### config.mk
export PLATFORM = sky130hd
export DESIGN_NAME = quadrature_detent_decoder
export DESIGN_NICKNAME = d
export VERILOG_FILES = /design/src/design/qdd_pkg.sv /design/src/design/qdd_ctrl.sv /design/src/design/qdd_dpath.sv /design/src/design/quadrature_detent_decoder.sv
export SDC_FILE = /design/constraint.sdc
export NUM_CORES = 1
export LEC_CHECK = 0
export BUFFER_PORTS_ARGS = -buffer_cell sky130_fd_sc_hd__buf_2
export CAP_MARGIN = 20
export CORE_UTILIZATION = 50
export CTS_CLUSTER_DIAMETER = 120
export DETAILED_ROUTE_END_ITERATION = 16
export MAX_ROUTING_LAYER = met4
export PLACE_DENSITY = 0.78
export SETUP_SLACK_MARGIN = 0.4
export SYNTH_ARGS = -nofsm -noshare
export SYNTH_HDL_FRONTEND = slang
export SYNTH_SLANG_ARGS = --single-unit
### constraint.sdc
create_clock -name clk -period 4.1 [get_ports clk]
set_clock_uncertainty 0.15 [all_clocks]
set_input_delay 0.205 -clock clk [delete_from_list [all_inputs] [get_ports clk]]
set_output_delay 0.205 -clock clk [all_outputs]
set_load 0.01 [all_outputs]
### src/design/qdd_pkg.sv
`default_nettype none
package qdd_pkg;

	// opcodes carried on s_tuser
	localparam logic [1:0] OP_EDGE    = 2'd0;
	localparam logic [1:0] OP_READ    = 2'd1;
	localparam logic [1:0] OP_CAPTURE = 2'd2;

	// configuration register indexes
	localparam logic [7:0] CFG_LOCKOUT = 8'd0;
	localparam logic [7:0] CFG_SPD     = 8'd1;

	localparam logic [15:0] LOCKOUT_RESET = 16'd800;
	localparam logic [2:0]  SPD_RESET     = 3'd2;

	// quadrature phase codes {A, B}
	localparam logic [1:0] PH_00 = 2'b00;
	localparam logic [1:0] PH_01 = 2'b01;
	localparam logic [1:0] PH_11 = 2'b11;
	localparam logic [1:0] PH_10 = 2'b10;

	// detent division: quotient bits resolved per cycle, iterations per division
	localparam int QUOT_W        = 8;
	localparam int BITS_PER_ITER = 2;
	localparam int DIV_ITERS     = QUOT_W / BITS_PER_ITER;

	typedef struct packed {
		logic load_in;
		logic exec;
		logic div_step;
		logic finish;
		logic load_out;
	} qdd_cmd_t;

	typedef struct packed {
		logic div_needed;
	} qdd_sts_t;

	function automatic logic signed [1:0] step_of(input logic [1:0] prev, input logic [1:0] cur);
		logic signed [1:0] s;
		case ({prev, cur})
			{PH_00, PH_01}, {PH_01, PH_11}, {PH_11, PH_10}, {PH_10, PH_00}: s = 2'sd1;
			{PH_00, PH_10}, {PH_10, PH_11}, {PH_11, PH_01}, {PH_01, PH_00}: s = -2'sd1;
			default: s = 2'sd0;
		endcase
		return s;
	endfunction

endpackage
`default_nettype wire

### src/design/qdd_ctrl.sv
`default_nettype none
module qdd_ctrl (
	input  wire logic             clk,
	input  wire logic             arst_n,
	input  wire logic             in_valid,
	output logic                  in_ready,
	output logic                  out_valid,
	input  wire logic             out_ready,
	input  wire qdd_pkg::qdd_sts_t sts,
	output qdd_pkg::qdd_cmd_t     cmd
);

	localparam logic [2:0] ST_IDLE = 3'd0;
	localparam logic [2:0] ST_EXEC = 3'd1;
	localparam logic [2:0] ST_DIV  = 3'd2;
	localparam logic [2:0] ST_FIN  = 3'd3;
	localparam logic [2:0] ST_DONE = 3'd4;

	localparam int CNT_W = $clog2(qdd_pkg::DIV_ITERS);

	logic [2:0]       state_q, state_d;
	logic [CNT_W-1:0] cnt_q;
	logic             out_valid_q;
	logic             slot_free;

	assign in_ready  = (state_q == ST_IDLE);
	assign out_valid = out_valid_q;
	assign slot_free = !out_valid_q || out_ready;

	always_comb begin
		state_d = state_q;
		cmd     = '0;
		case (state_q)
			ST_IDLE: begin
				if (in_valid) begin
					cmd.load_in = 1'b1;
					state_d     = ST_EXEC;
				end
			end
			ST_EXEC: begin
				cmd.exec = 1'b1;
				state_d  = sts.div_needed ? ST_DIV : ST_DONE;
			end
			ST_DIV: begin
				cmd.div_step = 1'b1;
				if (cnt_q == CNT_W'(qdd_pkg::DIV_ITERS - 1))
					state_d = ST_FIN;
			end
			ST_FIN: begin
				cmd.finish = 1'b1;
				state_d    = ST_DONE;
			end
			ST_DONE: begin
				if (slot_free) begin
					cmd.load_out = 1'b1;
					state_d      = ST_IDLE;
				end
			end
			default: state_d = ST_IDLE;
		endcase
	end

	always_ff @(posedge clk or negedge arst_n) begin
		if (!arst_n) begin
			state_q     <= ST_IDLE;
			cnt_q       <= '0;
			out_valid_q <= 1'b0;
		end else begin
			state_q <= state_d;
			if (cmd.div_step)
				cnt_q <= cnt_q + 1'b1;
			else
				cnt_q <= '0;
			if (cmd.load_out)
				out_valid_q <= 1'b1;
			else if (out_ready)
				out_valid_q <= 1'b0;
		end
	end

endmodule
`default_nettype wire

### src/design/qdd_dpath.sv
`default_nettype none
module qdd_dpath (
	input  wire logic              clk,
	input  wire logic              arst_n,
	input  wire logic              cfg_valid,
	input  wire logic [7:0]        cfg_index,
	input  wire logic [15:0]       cfg_data,
	input  wire logic [1:0]        in_opcode,
	input  wire logic [31:0]       in_time,
	input  wire logic              in_pin_a,
	input  wire logic              in_pin_b,
	input  wire qdd_pkg::qdd_cmd_t cmd,
	output qdd_pkg::qdd_sts_t      sts,
	output logic [7:0]             detents
);

	localparam int QW = qdd_pkg::QUOT_W;

	// configuration
	logic [15:0] lockout_q;
	logic [2:0]  spd_q;
	logic [2:0]  spd_eff;

	// architectural state
	logic signed [7:0] delta_q;
	logic [1:0]        phase_q;
	logic [31:0]       last_time_q;
	logic signed [7:0] rem_q;

	// latched item and working registers
	logic [1:0]        op_q;
	logic [31:0]       time_q;
	logic [1:0]        ph_q;
	logic signed [8:0] acc_q;
	logic [QW-1:0]     sh_q;
	logic [2:0]        r_q;
	logic signed [7:0] res_q;
	logic [7:0]        out_q;

	// edge path
	logic [31:0]       elapsed;
	logic              edge_ok;
	logic signed [1:0] step;
	logic signed [8:0] sum9;
	logic signed [7:0] delta_sat;

	// read path
	logic signed [8:0] acc_new;
	logic [8:0]        acc_abs;

	// division step
	logic [QW-1:0] sh_nx;
	logic [2:0]    r_nx;
	logic [3:0]    trial;

	// finish
	logic signed [8:0]  q9;
	logic signed [7:0]  q_sat;
	logic signed [11:0] prod;
	logic signed [11:0] rem12;

	assign spd_eff = (spd_q == 3'd0) ? 3'd1 : spd_q;

	assign elapsed = time_q - last_time_q;
	assign edge_ok = (elapsed >= {16'd0, lockout_q});
	assign step    = qdd_pkg::step_of(phase_q, ph_q);
	assign sum9    = {delta_q[7], delta_q} + {{7{step[1]}}, step};

	always_comb begin
		if (sum9 > 9'sd127)
			delta_sat = 8'sd127;
		else if (sum9 < -9'sd128)
			delta_sat = -8'sd128;
		else
			delta_sat = sum9[7:0];
	end

	assign acc_new = {rem_q[7], rem_q} + {delta_q[7], delta_q};
	assign acc_abs = acc_new[8] ? -acc_new : acc_new;

	assign sts.div_needed = (op_q == qdd_pkg::OP_READ) && (delta_q != 8'sd0);

	// restoring division, two quotient bits per cycle
	always_comb begin
		sh_nx = sh_q;
		r_nx  = r_q;
		trial = '0;
		for (int i = 0; i < qdd_pkg::BITS_PER_ITER; i++) begin
			trial = {r_nx, sh_nx[QW-1]};
			sh_nx = {sh_nx[QW-2:0], 1'b0};
			if (trial >= {1'b0, spd_eff}) begin
				trial    = trial - {1'b0, spd_eff};
				sh_nx[0] = 1'b1;
			end
			r_nx = trial[2:0];
		end
	end

	assign q9 = acc_q[8] ? -$signed({1'b0, sh_q}) : $signed({1'b0, sh_q});

	always_comb begin
		if (q9 > 9'sd127)
			q_sat = 8'sd127;
		else if (q9 < -9'sd128)
			q_sat = -8'sd128;
		else
			q_sat = q9[7:0];
	end

	assign prod  = {{4{q_sat[7]}}, q_sat} * $signed({9'd0, spd_eff});
	assign rem12 = {{3{acc_q[8]}}, acc_q} - prod;

	always_ff @(posedge clk or negedge arst_n) begin
		if (!arst_n) begin
			lockout_q   <= qdd_pkg::LOCKOUT_RESET;
			spd_q       <= qdd_pkg::SPD_RESET;
			delta_q     <= '0;
			phase_q     <= qdd_pkg::PH_00;
			last_time_q <= '0;
			rem_q       <= '0;
		end else begin
			if (cfg_valid) begin
				case (cfg_index)
					qdd_pkg::CFG_LOCKOUT: lockout_q <= cfg_data;
					qdd_pkg::CFG_SPD:     spd_q     <= cfg_data[2:0];
					default: ;
				endcase
			end
			if (cmd.exec) begin
				case (op_q)
					qdd_pkg::OP_EDGE: begin
						if (edge_ok) begin
							last_time_q <= time_q;
							delta_q     <= delta_sat;
							phase_q     <= ph_q;
						end
					end
					qdd_pkg::OP_READ: delta_q <= '0;
					qdd_pkg::OP_CAPTURE: phase_q <= ph_q;
					default: ;
				endcase
			end
			// leftover stays below spd_eff in magnitude unless the quotient saturates; fits 8 bits
			if (cmd.finish)
				rem_q <= rem12[7:0];
		end
	end

	always_ff @(posedge clk) begin
		if (cmd.load_in) begin
			op_q   <= in_opcode;
			time_q <= in_time;
			ph_q   <= {in_pin_a, in_pin_b};
		end
		if (cmd.exec) begin
			acc_q <= acc_new;
			sh_q  <= acc_abs[QW-1:0];
			r_q   <= '0;
			res_q <= '0;
		end
		if (cmd.div_step) begin
			sh_q <= sh_nx;
			r_q  <= r_nx;
		end
		if (cmd.finish)
			res_q <= q_sat;
		if (cmd.load_out)
			out_q <= res_q;
	end

	assign detents = out_q;

endmodule
`default_nettype wire

### src/design/quadrature_detent_decoder.sv
`default_nettype none
// Quadrature detent decoder.
// Input stream s_*: one transaction per command. s_tuser carries the opcode
// (edge, read detents, capture levels); s_tdata carries the timestamp and
// the A/B levels. Every transaction yields exactly one result on m_*, whose
// m_tdata holds the signed detent count (zero except for a productive read).
// Config channel cfg_*: cfg_index 0 = lockout in microseconds,
// 1 = steps per detent; always ready, write only while the block is idle.
// Timing: an item is taken only while the controller is idle, so a new
// item is not taken before the last one reaches the output register. Edge,
// capture and empty reads pass through exec and done; a read with pending
// steps also passes through div and fin, where the iterative detent divider
// resolves two quotient bits per cycle. m_tvalid rises once done loads the result.
// The result sits in an output register, so the next item is accepted while
// it waits; if m_tready stays low the controller holds the following result
// until the register frees and stops taking input in the meantime.
// Reset clears step count, remainder, phase and edge time, and restores the
// lockout (800) and steps per detent (2) defaults. No clearing pass.
module quadrature_detent_decoder (
	input  wire logic        clk,
	input  wire logic        arst_n,
	input  wire logic        s_tvalid,
	output logic             s_tready,
	input  wire logic [39:0] s_tdata,   // [31:0] time_us, [32] pin_a, [33] pin_b, rest zero
	input  wire logic [1:0]  s_tuser,   // [1:0] opcode
	output logic             m_tvalid,
	input  wire logic        m_tready,
	output logic [7:0]       m_tdata,   // [7:0] detents
	input  wire logic        cfg_valid,
	output logic             cfg_ready,
	input  wire logic [7:0]  cfg_index,
	input  wire logic [15:0] cfg_data
);

	qdd_pkg::qdd_cmd_t cmd;
	qdd_pkg::qdd_sts_t sts;
	logic              s_ready_i;

	assign cfg_ready = 1'b1;
	assign s_tready  = s_ready_i;

	qdd_ctrl u_ctrl (
		.clk      (clk),
		.arst_n   (arst_n),
		.in_valid (s_tvalid),
		.in_ready (s_ready_i),
		.out_valid(m_tvalid),
		.out_ready(m_tready),
		.sts      (sts),
		.cmd      (cmd)
	);

	qdd_dpath u_dpath (
		.clk      (clk),
		.arst_n   (arst_n),
		.cfg_valid(cfg_valid),
		.cfg_index(cfg_index),
		.cfg_data (cfg_data),
		.in_opcode(s_tuser),
		.in_time  (s_tdata[31:0]),
		.in_pin_a (s_tdata[32]),
		.in_pin_b (s_tdata[33]),
		.cmd      (cmd),
		.sts      (sts),
		.detents  (m_tdata)
	);

endmodule
`default_nettype wire
======== Word level (Yosys, flattened, before mapping) ========
Memories as Yosys holds them, arrays and structs flattened.
Index checks and enable logic that the tools add are counted.
word-level totals
  bits of input ports ..................... 71
  memory bits (read-only) ................. 32
  register bits after elaboration ......... 147
  word-level logic and storage cells ...... 102
  output and inout port bits .............. 11
  memories ................................ 1
memory list
  name              depth  bits a word  rd ports  clocked after Yosys merged registers in  write ports  RTL line       text
  (name not given)  16     2            1         0                                        0            qdd_pkg.sv:41  case ({prev, cur})
operators by class
  $mul .................................... 1
  $lt $le $gt $ge ......................... 7
  equal/unequal tests ..................... 12
  multiplexer cells ....................... 36
  add/sub/neg operators ................... 9
  reductions and logical operators ........ 19
operators with widths
  cell                  count
  $mux W8               10
  $ge A32 B16 Y1        1
  $sub A32 B32 Y32      1
  $mux W3               9
  $gt A9 B8 Y1 const B  2
  $lt A9 B8 Y1 const B  2
  $pmux W8 S2           1
  $pmux W3 S5           1
  $reduce_and A3 Y1     4
  $mux W1               11
  $reduce_bool A2 Y1    5
  $add A8 B2 Y9         1
  $add A8 B8 Y9         1
  $mux W9               1
  $neg A8 Y9            1
  $eq A8 B1 Y1 const B  1
  $ge A4 B3 Y1          2
  $logic_not A8 Y1      1
  $mul A8 B4 Y8         1
  $neg A8 Y8            1
  $reduce_bool A8 Y1    1
  $sub A8 B8 Y8         1
  $eq A3 B2 Y1 const B  2
  $logic_not A3 Y1      2
  15 further kinds      21

======== Logic depth before layout (Yosys ltp) ========
Gate-level depths: netlist of run 1.
  depth after elaboration ................. 7
  mapped depth ............................ 22
  depth with buffers taken out ............ 21

======== Modules after synthesis ========
A second synthesis of run 1 with hierarchy kept.
second synthesis, totals
  cells, all modules ...................... 977
  area, all modules ....................... 10158.5 um2
modules (own cells, without submodules)
  module                     area each (um2)  cells each  sequential area each (um2)  times used
  qdd_dpath                  9825.7           947         3893.7                      1
  qdd_ctrl                   321.6            28          150.1                       1
  quadrature_detent_decoder  11.3             2           0.0                         1

======== Least setup slack after synthesis of run 1 ========
OpenSTA, ideal clock, no wires.
  path type ............................... reg2reg
  start point ............................. register u_dpath.sh_q[1]
  end point ............................... register u_dpath.rem_q[7]
  path buffers ............................ 0
  library setup time ...................... 0.134 ns
  setup slack ............................. -0.471 ns
  required time ........................... 3.816 ns
  stages on the path, launching flop included .. 18
  data arrival time ....................... 4.287 ns
  period minus slack after synthesis ...... 4.571 ns
  cells stage by stage .................... edfxtp_1 -> nor3_1 -> nand3_1 -> mux2i_1 -> nand2_1 -> o311ai_0 -> nand2_1 -> fa_1 -> inv_1 -> ha_1 -> fa_1 -> inv_1 -> ha_1 -> nand4_1 -> nand4b_1 -> a21oi_1 -> xnor2_1 -> o21ai_0
on the way
  cells in the longest elaborated chain, start to end .. 7
  elaborated cells between the ends (all ways) .. 8
  classes of those cells .................. add/sub: 2; mul: 1; order compare: 2; mux: 3
ends and longest elaborated chain
  element                   RTL line          text
  start: declaration        qdd_dpath.sv:35   logic [QW-1:0] sh_q;
  start signal: assignment  qdd_dpath.sv:157  sh_q <= acc_abs[QW-1:0];
  start signal: assignment  qdd_dpath.sv:162  sh_q <= sh_nx;
  $neg A8 Y9                qdd_dpath.sv:99   assign q9 = acc_q[8] ? -$signed({1'b0, sh_q}) : $signed({1'b0, sh_q});
  $mux W9 (*)               qdd_dpath.sv:99
  $lt A9 B8 Y1              qdd_dpath.sv:104  else if (q9 < -9'sd128)
  $mux W8                   qdd_dpath.sv:104
  $mux W8 (*)               qdd_dpath.sv:102  if (q9 > 9'sd127)
  $mul A8 B4 Y8 (*)         qdd_dpath.sv:110  assign prod = {{4{q_sat[7]}}, q_sat} * $signed({9'd0, spd_eff});
  $sub A8 B8 Y8 (*)         qdd_dpath.sv:111  assign rem12 = {{3{acc_q[8]}}, acc_q} - prod;
  end signal: assignment    qdd_dpath.sv:145  rem_q <= rem12[7:0];
  end: declaration          qdd_dpath.sv:28   logic signed [7:0] rem_q;
Mark *: on every way between the ends. The rest lies on a longest branch, timed or not.
A chain may end at the register's enable or synchronous reset.

======== Worst setup path in the final report of run 1 ========
  start point ............................. register u_dpath.time_q[0]
  end point ............................... register u_dpath.last_time_q[25]
on the way
  cells in the longest elaborated chain, start to end .. 3
ends and longest elaborated chain
  element                      RTL line          text
  start: declaration           qdd_dpath.sv:32   logic [31:0] time_q;
  start signal: assignment     qdd_dpath.sv:152  time_q <= in_time;
  $sub A32 B32 Y32             qdd_dpath.sv:64   assign elapsed = time_q - last_time_q;
  $ge A32 B16 Y1               qdd_dpath.sv:65   assign edge_ok = (elapsed >= {16'd0, lockout_q});
  $reduce_and A3 Y1 (no line)  --
  end signal: assignment       qdd_dpath.sv:133  last_time_q <= time_q;
  end: declaration             qdd_dpath.sv:27   logic [31:0] last_time_q;
Every way passes these cells.

==> impl_metrics.tcl, run 1 <==
set metrics [dict create \
    portBuffers 74 \
    area_delta_synth_final_pct 35.2 \
    path_class "register to register" \
    mostFrequentLayoutCell "buf_4" \
    initial_utilization_pct 51.1 \
    antenna_found_initial 0 \
    reg2reg_depth 24 \
    r2r_start "u_dpath.time_q[0]$_DFFE_PP_" \
    status "complete, but fails checks" \
    post-route-period-util_pct 108 \
    ioPinCount 82 \
    overflow 0 \
    ys_seq_area_share_pct 40.7 \
    synth-main-ff-cell "edfxtp_1" \
    syn_inst 974 \
    grt.total_usage_pct 26.7 \
    synth_simple_gate_area_share_pct 13.1 \
    wirelength_um 25700 \
    cts_root_buffer "clkbuf_16" \
    first_iter_violations 582 \
    synth_compound_area_share_pct 15.3 \
    cp_max_fo 17 \
    tightest_slew_ns 0.935 \
    synth_top_family_by_area "compound AO/OA/AOI/OAI gates" \
    tritoncts "done" \
    power.density_nw_per_um2 1020 \
    drc_errors 0 \
    rsz0062_at_grt "true" \
    tns_ns -12.62 \
    max_clock_freq_mhz 226 \
    syn_area_um2 9940 \
    antenna_cells 0 \
    dieHeight_um 143 \
    clk_pin_slew_worst_paths_ns 0.07 \
    vias 8480 \
    grt_pass1_vias 8565 \
    synth_edf_count 72 \
    fin_hold_ws_ns -0.0117 \
    numCtsBuffers 17 \
    synthAdderAreaFrac_pct 14.3 \
    drtPass1Iterations 6 \
    cp-end-kind "register" \
    setup_violations 45 \
    row_count 51 \
    die_w_um 143 \
    setup_slack_ns -0.324 \
    p_leak_nw 6.04 \
    synth_mux_area_share_pct 6.58 \
    cp-start-kind "register" \
    htree_levels 4 \
    cap_viol_max_count 0 \
    violations "hold timing, setup timing" \
    gp_congestion 0.941 \
    fill_cells 1349 \
    cp_data_arrival_time_ns 4.59 \
    place_ws_ns -0.402 \
    synthesis.nets 1150 \
    synthXorXnorAreaFrac_pct 5.11 \
    drive_gt1_share_pct 30.5 \
    r2r_setup_slack_ns -0.32 \
    drv_slew 0 \
    synth_cell_types 73 \
    grt_max_degree 76 \
    ys_seq_elements 147 \
    finalNetCount 1417 \
    period_needed_ns 4.42 \
    clockBufferDepth 2 \
    design.core.area_um2 19500 \
    worstPathRequired_ns 4.26 \
    avgSynthCellArea_um2 10.2 \
    wl_per_cell_um 16.9 \
    synth-async-reset-ratio_pct 51.0 \
    finalHoldViolCount 6 \
    yosys_warnings 0 \
    peakVddDrop_mv 0.616 \
    synth.area.top_cells "edfxtp_1 22%, dfrtp_1 18%, ha_1 11%" \
    synth_top_area_share_pct 21.7 \
    clkLatencyLatePin_ns 0.43 \
    yosysTopAreaCell "edfxtp_1" \
    maxSlewHeadroom_pct 37.7 \
    hold_path_class "input pin to asynchronous set/reset pin" \
    clock-sinks 147 \
    drtAntennaViolNets 0 \
    routed_via_density 5.58 \
    dieArea_um2 20400 \
    layout_common_cells "106 x buf_4, 86 x inv_1, 76 x ha_1" \
    post-dp-hpwl_um 16900 \
    grt_pass1_wl_um 40900 \
    reg2reg_to "u_dpath.last_time_q[25]$_DFFE_PN0P_" \
]
## cell families after synthesis
logic type	after synthesis
AND/OR/NAND/NOR	259
AO/OA/AOI/OAI	234
flip-flops	147
buffers and inverters	122
adder cells (fa/ha/maj)	105
XOR/XNOR	58
multiplexers	48
other	1
## how the worst max path moves through the flow
stage	startpoint	end	slack, ns	cells past startpoint
6_report	u_dpath.time_q[0]$_DFFE_PP_	u_dpath.last_time_q[25]$_DFFE_PN0P_	-0.32	24
5_1_grt	u_dpath.time_q[1]$_DFFE_PP_	u_dpath.last_time_q[21]$_DFFE_PN0P_	-0.52	19
4_1_cts	u_dpath.time_q[0]$_DFFE_PP_	u_dpath.last_time_q[25]$_DFFE_PN0P_	-0.38	21
3_5_place_dp	u_dpath.time_q[0]$_DFFE_PP_	u_dpath.delta_q[7]$_DFFE_PN0P_	-0.40	21
3_3_place_gp	u_dpath.time_q[0]$_DFFE_PP_	u_dpath.last_time_q[19]$_DFFE_PN0P_	-0.21	21
2_1_floorplan	u_dpath.sh_q[2]$_DFFE_PP_	u_dpath.rem_q[7]$_DFFE_PN0N_	-0.05	17
## power by group
part	total (mW)	leakage, nW	switching (mW)	internal [mW]
combinational	9.50	4.19	4.78	4.72
sequential	2.62	1.56	0.388	2.23
clock	1.61	0.287	0.649	0.956
total	13.7	6.04	5.82	7.90
## critical path, stage by stage, from the launching register on
cell	delay [ns]
edfxtp_1	0.38
inv_1	0.08
ha_2	0.18
inv_2	0.04
fa_2	0.36
a211oi_4	0.26
buf_4	0.15
buf_4	0.10
buf_4	0.09
buf_4	0.08
buf_4	0.09
buf_4	0.09
buf_4	0.09
buf_4	0.09
o211ai_1	0.10
a21oi_2	0.23
o311ai_2	0.14
a211oi_1	0.27
o21bai_1	0.13
and4_1	0.20
nand4_1	0.14
nor4_4	0.28
nor3_4	0.09
buf_12	0.19
mux2_4	0.30
## synth_stat cells, types with 6 or more instances
cell	n
edfxtp_1	72
mux2_2	9
nand2_1	73
nand4_1	13
nor2b_1	29
nand2b_1	9
o211ai_1	7
a21oi_1	63
mux2_4	30
nand3_1	13
o31ai_1	6
a31oi_1	8
xor2_1	16
and2_1	7
dfrtp_1	71
fa_1	15
a21o_1	26
inv_1	98
xnor2_1	42
ha_1	90
nor2_1	62
o21ai_0	59
nor3_1	18
clkbuf_1	19
o21bai_1	9
a211oi_1	10
mux2i_1	8
## timing repair
item / CTS / global route
hold buffers: 55 / 0
pin swaps: 36 / 36
setup buffers: 33 / 10
gates resized for setup: 48 / 57
hold endpoints to repair: 129 / 0
endpoints found under the setup margin: 49 / 54
cloned: 1 / 0
## sequential cells by signal (all words and copies together) (netlist names)
name and cells:
u_dpath.op_q 2, u_ctrl.out_valid 1, u_dpath.detents 8, u_dpath.phase_q 2, u_dpath.r_q 3, u_ctrl.state_q 3
u_dpath.delta_q 8, u_dpath.ph_q 2, u_dpath.acc_q 9, u_dpath.spd_q 3, u_dpath.res_q 8, u_dpath.lockout_q 16
u_dpath.last_time_q 32, u_dpath.time_q 32, u_dpath.sh_q 8, u_ctrl.cnt_q 2, u_dpath.rem_q 8
## metal layers
layer / GRT usage (%) / routed length (µm) / up-vias
met3: 4.26 / 987 / 66
met2: 44.8 / 12900 / 271
met1: 31.7 / 11000 / 4125
li1: - / - / 4018
met5: - / 0 / -
met4: 11.5 / 815 / 0
## area by class of cell
type	instances	area [µm²]	area share, %
Clock inverter	13	160	1.19
Timing Repair Buffer	272	2210	16.4
Inverter	98	368	2.74
Tap cell	265	332	2.47
Clock buffer	19	433	3.22
Sequential cell	147	4040	30.1
Multi-Input combinational cell	705	5900	43.9
## metrics by stage
stage	instance area (µm²)	power [mW]	hold WS [ns]	utilization, %	std cells
6_report	13400	13.7	-0.0117	69.1	1519
4_1_cts	13100	13.0	0.0458	67.2	1508
2_1_floorplan	10100	8.21	-0.241	-	974
3_3_place_gp	11500	10.4	0.231	58.9	1387
5_1_grt	13400	14.7	0.0100	69.1	1519
3_5_place_dp	11500	10.7	0.233	58.9	1387
(Power assumes the default switching activity.)
==> run 2: changes to the inputs <==
- CTS_BUF_LIST: default -> sky130_fd_sc_hd__clkbuf_8
==> run 2 against run 1 <==
  * The flow finishes with violations (setup timing)
  * Core utilization decreased by 0.42 points
  * Critical path type unchanged
  * Fmax decreased by 1.2%
  * Via count fell by 0.86%
==> impl_metrics.tcl, run 2 (same netlist as run 1, synthesis figures left out) <==
set metrics [dict create \
    status "complete, but fails checks" \
    violations "setup timing" \
    htree_levels 4 \
    clk_pin_slew_worst_paths_ns 0.09 \
    cts_root_buffer "clkbuf_8" \
    grt_max_degree 76 \
    setup_violations 46 \
    drtAntennaViolNets 0 \
    path_class "register to register" \
    finalNetCount 1419 \
    drive_gt1_share_pct 31.4 \
    clock-sinks 147 \
    cp_max_fo 17 \
    cp-start-kind "register" \
    top_regs "u_dpath.last_time_q (32), u_dpath.time_q (32), u_dpath.lockout_q (16)" \
    place_ws_ns -0.402 \
    vias 8407 \
    fin_hold_ws_ns 0.0245 \
    design.core.area_um2 19500 \
    portBuffers 74 \
    grt_pass1_vias 8468 \
    post-dp-hpwl_um 16900 \
    gp_congestion 0.941 \
    dieArea_um2 20400 \
    tritoncts "done" \
    tightest_slew_ns 1.02 \
    finalHoldViolCount 0 \
    drtPass1Iterations 5 \
    cp_data_arrival_time_ns 4.68 \
    area_delta_synth_final_pct 34.4 \
    tns_ns -15.02 \
    maxSlewHeadroom_pct 32.1 \
    wl_per_cell_um 17.0 \
    rsz0062_at_grt "true" \
    wirelength_um 25900 \
    initial_utilization_pct 51.1 \
    setup_slack_ns -0.379 \
    max_clock_freq_mhz 223 \
    overflow 0 \
    worstPathRequired_ns 4.30 \
    place_area_um2 11500 \
    drc_errors 0 \
    antenna_found_initial 0 \
    clkLatencyLatePin_ns 0.47 \
    worstPathCellList "inv_1, ha_2, inv_2, fa_2, a211oi_2, buf_4, buf_4, buf_4, buf_4, buf_4, buf_4, buf_4, buf_4, o211ai_1, a21oi_2, o311ai_4, a211oi_2, o21bai_1, and4_1, nand4_1, nor4_4, nor3_4, buf_12, mux2_4" \
    row_count 51 \
    drv_slew 0 \
    cap_viol_max_count 0 \
    hold_path_class "input pin to register" \
    critPathSlowestCell "edfxtp_1" \
    ioPinCount 82 \
    die_w_um 143 \
    reg2reg_depth 24 \
    grt_pass1_wl_um 40700 \
    mostFrequentLayoutCell "buf_4" \
    routed_via_density 5.53 \
    clockBufferDepth 2 \
    period_needed_ns 4.48 \
    min_path_cells 4 \
    finalInstanceArea_um2 13400 \
    numCtsBuffers 17 \
    antenna_cells 0 \
    cpMostUsedCell "buf_4" \
    cp-end-kind "register" \
    dieHeight_um 143 \
    layout_common_cells "111 x buf_4, 89 x inv_1, 73 x ha_1, 73 x buf_2, 72 x edfxtp_1" \
    grt.total_usage_pct 26.7 \
    post-route-period-util_pct 109 \
    first_iter_violations 525 \
    cp_slowest_stage_delay_ns 0.39 \
]
==> run 2: cell count changes in the layout (fill, tap and decap cells not counted), moves of 3 or more <==
| cell | previous run | this run |
|---|---|---|
| clkbuf_16 | 17 | 0 |
| clkbuf_8 | 0 | 17 |
| buf_4 | 106 | 111 |
| buf_6 | 32 | 29 |
| ha_1 | 76 | 73 |
| ha_4 | 10 | 13 |
| inv_1 | 86 | 89 |
| nand2_1 | 68 | 65 |
| xnor2_1 | 38 | 35 |
==> run 2: final timing paths <==
check	startpoint	slack [ns]	endpoint
max	u_dpath.time_q[0]$_DFFE_PP_	-0.38	u_dpath.last_time_q[25]$_DFFE_PN0P_
min	cfg_index[5]	0.02	u_dpath.spd_q[0]$_DFFE_PN0P_
max reg2reg	u_dpath.time_q[0]$_DFFE_PP_	-0.38	u_dpath.last_time_q[25]$_DFFE_PN0P_
min reg2reg	u_dpath.res_q[1]$_SDFFCE_PP0P_	0.27	u_dpath.detents[1]$_DFFE_PP_
max in group asynchronous	arst_n	2.71	u_dpath.lockout_q[8]$_DFFE_PN1P_
min in group asynchronous	arst_n	0.47	u_dpath.lockout_q[0]$_DFFE_PN0P_
==> run 2: per-layer routing <==
metal / share of wire, % / vias to the layer above / track usage, %
met5: 0 / - / -
met1: 43 / 4067 / 31.3
met4: 3.0 / 0 / 11.1
li1: - / 4012 / -
met2: 50 / 259 / 45.9
met3: 3.9 / 69 / 3.79
==> run 2: critical path: cells and delay by family (launching register included) <==
family / cells / cell delay [ns]
and+or+nand+nor: 4 / 0.70
muxes: 1 / 0.30
adders and majority gates: 2 / 0.52
buffers and inverters: 11 / 1.13
AOI/OAI and AO/OA: 6 / 1.13
DFF: 1 / 0.39
==> run 2: what timing repair did <==
item | in CTS | in global routing
setup buffers | 35 | 9
hold buffers | 56 | 1
hold endpoints to repair | 129 | 5
pin swaps | 36 | 31
setup endpoints to repair | 50 | 54
gates resized for setup | 58 | 61
==> run 2: area by class of cell <==
class	count	area (µm²)
clock buffer	17	234
clock inverter	15	168
fill	1371	6100
inverter	98	368
multi-input combinational	705	6030
sequential	147	4040
tap	265	332
timing repair buffer	274	2180
==> run 2: stage by stage <==
step | utilization (%) | std cells
3_5_place_dp | 58.9 | 1387
2_1_floorplan | - | 974
6_report | 68.6 | 1521
5_1_grt | 68.6 | 1521
3_3_place_gp | 58.9 | 1387
4_1_cts | 66.5 | 1510
Power of run 2 is left out: the tool's default activity adds up to more than one toggle a clock period on the data nets, which glitch-free logic cannot reach.
